## config.mk

```make
export PLATFORM = sky130hd
export DESIGN_NAME = spq_ram
export DESIGN_NICKNAME = d
export VERILOG_FILES = /design/src/sv/spq_ram.sv
export SDC_FILE = /design/constraint.sdc
export NUM_CORES = 2
export LEC_CHECK = 0
export CORE_MARGIN = 2
export CORE_UTILIZATION = 35
export DETAILED_ROUTE_END_ITERATION = 8
export DONT_BUFFER_PORTS = 1
export PLACE_DENSITY = 0.56
export SLEW_MARGIN = 20
export SYNTH_ARGS = -nofsm -noshare
export SYNTH_HDL_FRONTEND = slang
export SYNTH_SLANG_ARGS = --single-unit
```

## constraint.sdc

```tcl
create_clock -name clk -period 2.9 [get_ports clk]
set_input_delay 0.29 -clock clk [delete_from_list [all_inputs] [get_ports clk]]
set_output_delay 0.29 -clock clk [all_outputs]
set_load 0.005 [all_outputs]
```

## src/sv/spq_ram.sv

```systemverilog
`timescale 1ns / 1ps
module spq_ram #(
	parameter int WIDTH = 8,
	parameter int DEPTH = 256
) (
	input  logic                     clk,
	input  logic                     we,
	input  logic [$clog2(DEPTH)-1:0] waddr,
	input  logic [WIDTH-1:0]         wdata,
	input  logic [$clog2(DEPTH)-1:0] raddr,
	output logic [WIDTH-1:0]         rdata
);
	logic [WIDTH-1:0] mem [DEPTH];

	always_ff @(posedge clk) begin
		if (we) begin
			mem[waddr] <= wdata;
		end
		rdata <= mem[raddr];
	end
endmodule

```

==> metrics.md <==
| Metric | Value |
|---|---|
| Startpoint Class | primary input |
| Postcts setup bufs | 0 |
| Layout cell share with drive strength beyond 1 | 0.2749 |
| Gate Count Post-Synth | around 3.7k |
| Die width | 480.8 microns |
| Outcome | complete, but fails checks |
| Leakage | 28.86 nW |
| Post-synth ARST share | 0 |
| DP HPWL | 113100 microns |
| Post-Synthesis Cell Area | 0.07956 sq mm |
| Chip Height | 480.8 microns |
| Worst Skew | about 0.042 ns |
| PnR worst setup slack | 0.1318 ns |
| Worst setup EP type | flop |
| YS warnings | 0 |
| Comb power frac | 0.043 |
| Gr usage total | 0.1774 |
| Min Hold Slack | -0.4286 ns |
| DR iter-0 viols | 4670 |
| Clk buf depth | 3 |
| Antenna-violating nets left | 0 |
| Mapped Nets | 3759 |
| Area Growth Syn to Fin | 15.98% |
| Die area | 0.2311 sq mm |
| Total grt overflow | 0 |
| Std-Cell Rows | 175 |
| Clk sinks | 2056 |
| FILL cells | just under 20k |
| Initial antenna violation count | 4 |
| Crit path time final | 2.768 ns |
| Worst endpoint required time | 3.65 ns |
| Starting density of the core | 0.3511 |
| Multi-input gate area | 0.01658 sq mm |
| RSZ-0062 raised after global routing | no |
| Unique masters post-synth | 55 |
| DRT Pass-1 Iters | 5 |
| Peak VDD IR | about 520 uV |
| PwrDens | 662.3 mW/mm^2 |
| Sw Share | 0.2105 |
| Design Power | roughly 60 mW |
| Register area | 0.06166 sq mm |
| Relative slew slack | 0.2821 |
| First-pass GRT wire length | around 300000 microns |
| Top_reg_cell synth | edfxtp_1 |
| Vias per std cell | 5.404 |
| Crit path kind | primary input to flop |
| Worst reg2reg path depth | 7 |
| Failing checks | hold timing |
| HP Class | primary input to flop |
| Final cycle utilization of the critical path | 0.9546 |
| Worst-path maximum fanout | 82 |
| Total Wirelength | 210600 microns |
| P_int | 48.25 mW |
| Worst-Margin Slew | 1.077 ns |
| Vias | 39.63k |
| Buffers on Ports | 0 |
| Fmax | 0.3612 GHz |
| Clock root buffer | clkbuf_16 |
| Reg clk slew, reported paths | 0.06 ns |
| Hold Violations, Final | 690 |
| Largest net degree at the start of global routing | 447 |
| Setup Slack @ Placement | -1.437 ns |
| Mapped Avg Cell Area | 21.31 sq um |
| TritonCTS clock tree | built |
| Worst hold path stage count | 0 |
| H-tree depth | 4 |
| Vias in the first global route | 40.10k |
| Synthesis-stage register bit count | between 2k and 2.5k |
| Clk pwr share | 0.419 |
| Nets@finish | 4174 |
| IO Pins | 34 |
| Crit path arrival time | 3.52 ns |
| P_sw | between 10 and 15 mW |
| Register area share after synthesis | 0.7750 |
| Final core utilization | 0.4072 |
| Worst skew pair latency | 0.86 ns |
| Wire length per cell | roughly 29 microns |
| Slew Limit Fails | 0 |
| Max_cap viols | 0 |
| # setup viols final | 0 |
| CTS buffer count | 206 |
| Placeable Area | 0.2266 sq mm |
| Seq pwr share | 0.537 |
| EDFF count, synth | 2048 |
| DRC viols | 0 |
| RePlAce Congestion | 0.7924 |
==> synthesized netlist by cell type (10+ instances only) <==
cell type | instances | area share
a22oi_1 | 133 | 0.013
mux2i_1 | 134 | 0.017
nand3_1 | 34 | 0.0021
buf_6 | 21 | 0.0030
nor4_1 | 24 | 0.0019
buf_4 | 27 | 0.0025
o21ai_0 | 10 | 0.00063
o211ai_1 | 10 | 0.00094
a21oi_1 | 96 | 0.0060
nor2_1 | 282 | 0.013
nor3_1 | 22 | 0.0014
nand2_1 | 33 | 0.0016
buf_1 | 22 | 0.0010
mux4_2 | 454 | 0.13
o22ai_1 | 28 | 0.0022
nor2b_1 | 31 | 0.0024
a221oi_1 | 13 | 0.0014
clkbuf_1 | 111 | 0.0052
o221ai_1 | 46 | 0.0051
buf_8 | 13 | 0.0025
nand4_1 | 10 | 0.00079
buf_2 | 31 | 0.0020
edfxtp_1 | 2048 | 0.77
a211oi_1 | 16 | 0.0015
==> worst paths after layout <==
path              slack [ns]        from          to
setup reg to reg        0.43  mem[83][3]    rdata[3]
hold / removal         -0.43    wdata[7]  mem[68][7]
hold reg to reg         1.01  mem[32][5]    rdata[5]
setup / recovery        0.13    raddr[1]    rdata[0]
==> metal layers <==
metal | part of all wire | vias up | wire [microns] | track usage
met2 | 0.48 | 1389 | 102000 | 0.2871
li1 | - | 16560 | - | -
met3 | 0.070 | 304 | 14840 | 0.03306
met5 | 0 | - | 0 | 0
met4 | 0.029 | 0 | 6108 | 0.05244
met1 | 0.42 | 21370 | 87640 | 0.2440
==> registers in the layout, summed over array words and instances (netlist names) <==
signal,count
rdata,8
mem,2048
==> layout by cell type (no fill, tap or decap), types with 16 or more instances in the layout <==
cell | synthesis | layout
nor3_1 | 22 | 19
mux2i_1 | 134 | 134
nor4_1 | 24 | 19
mux4_2 | 454 | 454
nand2_1 | 33 | 33
clkinv_1 | 1 | 53
a21oi_1 | 96 | 96
buf_4 | 27 | 395
nor2b_1 | 31 | 28
clkbuf_16 | 0 | 214
clkbuf_1 | 111 | 50
edfxtp_1 | 2048 | 2048
dlygate4sd3_1 | 0 | 18
o22ai_1 | 28 | 28
nand3_1 | 34 | 28
a22oi_1 | 133 | 133
clkinv_2 | 0 | 34
o221ai_1 | 46 | 46
a211oi_1 | 16 | 16
nor2_1 | 282 | 279
==> final cells by class <==
class,instances,area share
Inverter,2,0.00008136
Timing Repair Buffer,440,0.04149
Multi-Input combinational cell,1442,0.1797
Sequential cell,2056,0.6682
Tap cell,3009,0.04080
Clock buffer,261,0.05901
Clock inverter,117,0.01047
Antenna cell,6,0.0001627
==> power groups by stage <==
stage / Clock [mW] / Combinational (mW) / Sequential (mW)
6_report: 25.6 / 2.65 / 32.8
5_1_grt: 27.2 / 2.79 / 32.8
4_1_cts: 26.1 / 2.24 / 32.8
3_5_place_dp: 0 / 2.19 / 33.5
3_3_place_gp: 0 / 1.95 / 33.5
2_1_floorplan: 0 / 1.59 / 33.4
==> through the flow <==
step	cell area [sq um]	instances	setup TNS, ns
CTS	91820	7310	0
finish	92270	7333	0
global route	92250	7327	0
detailed placement	85210	6916	-10.02
global placement	85060	6910	-2.488
floorplan	79560	3733	0
==> worst max-delay path, cell delays in order <==
cell	delay, ns
buf_16	0.26
buf_16	0.33
buf_16	0.32
or3b_2	0.57
buf_4	0.18
o221ai_1	0.19
a21oi_1	0.11
a21oi_1	0.51
nor3_1	0.19
buf_4	0.20
nor4_2	0.23
==> repair_timing <==
| action | CTS | global route |
|---|---|---|
| resized for setup | 4 | 5 |
| hold buffers | 15 | 9 |
| endpoints found under the hold margin | 2206 | 1765 |
| endpoints found under the setup margin | 8 | 8 |
| gates cloned | 1 | 5 |
==> cell families (layout without fill, tap and decap cells) <==
group	count (synthesis)	count (layout)	share of synthesized area
buffers and inverters	235	820	0.01831
flip-flops	2056	2056	0.7750
AND/OR/NAND/NOR	466	466	0.02628
other	0	6	0
AO/OA/AOI/OAI	385	385	0.03419
multiplexers	591	591	0.1462
No activity file was read; power rests on OpenSTA's default activity.
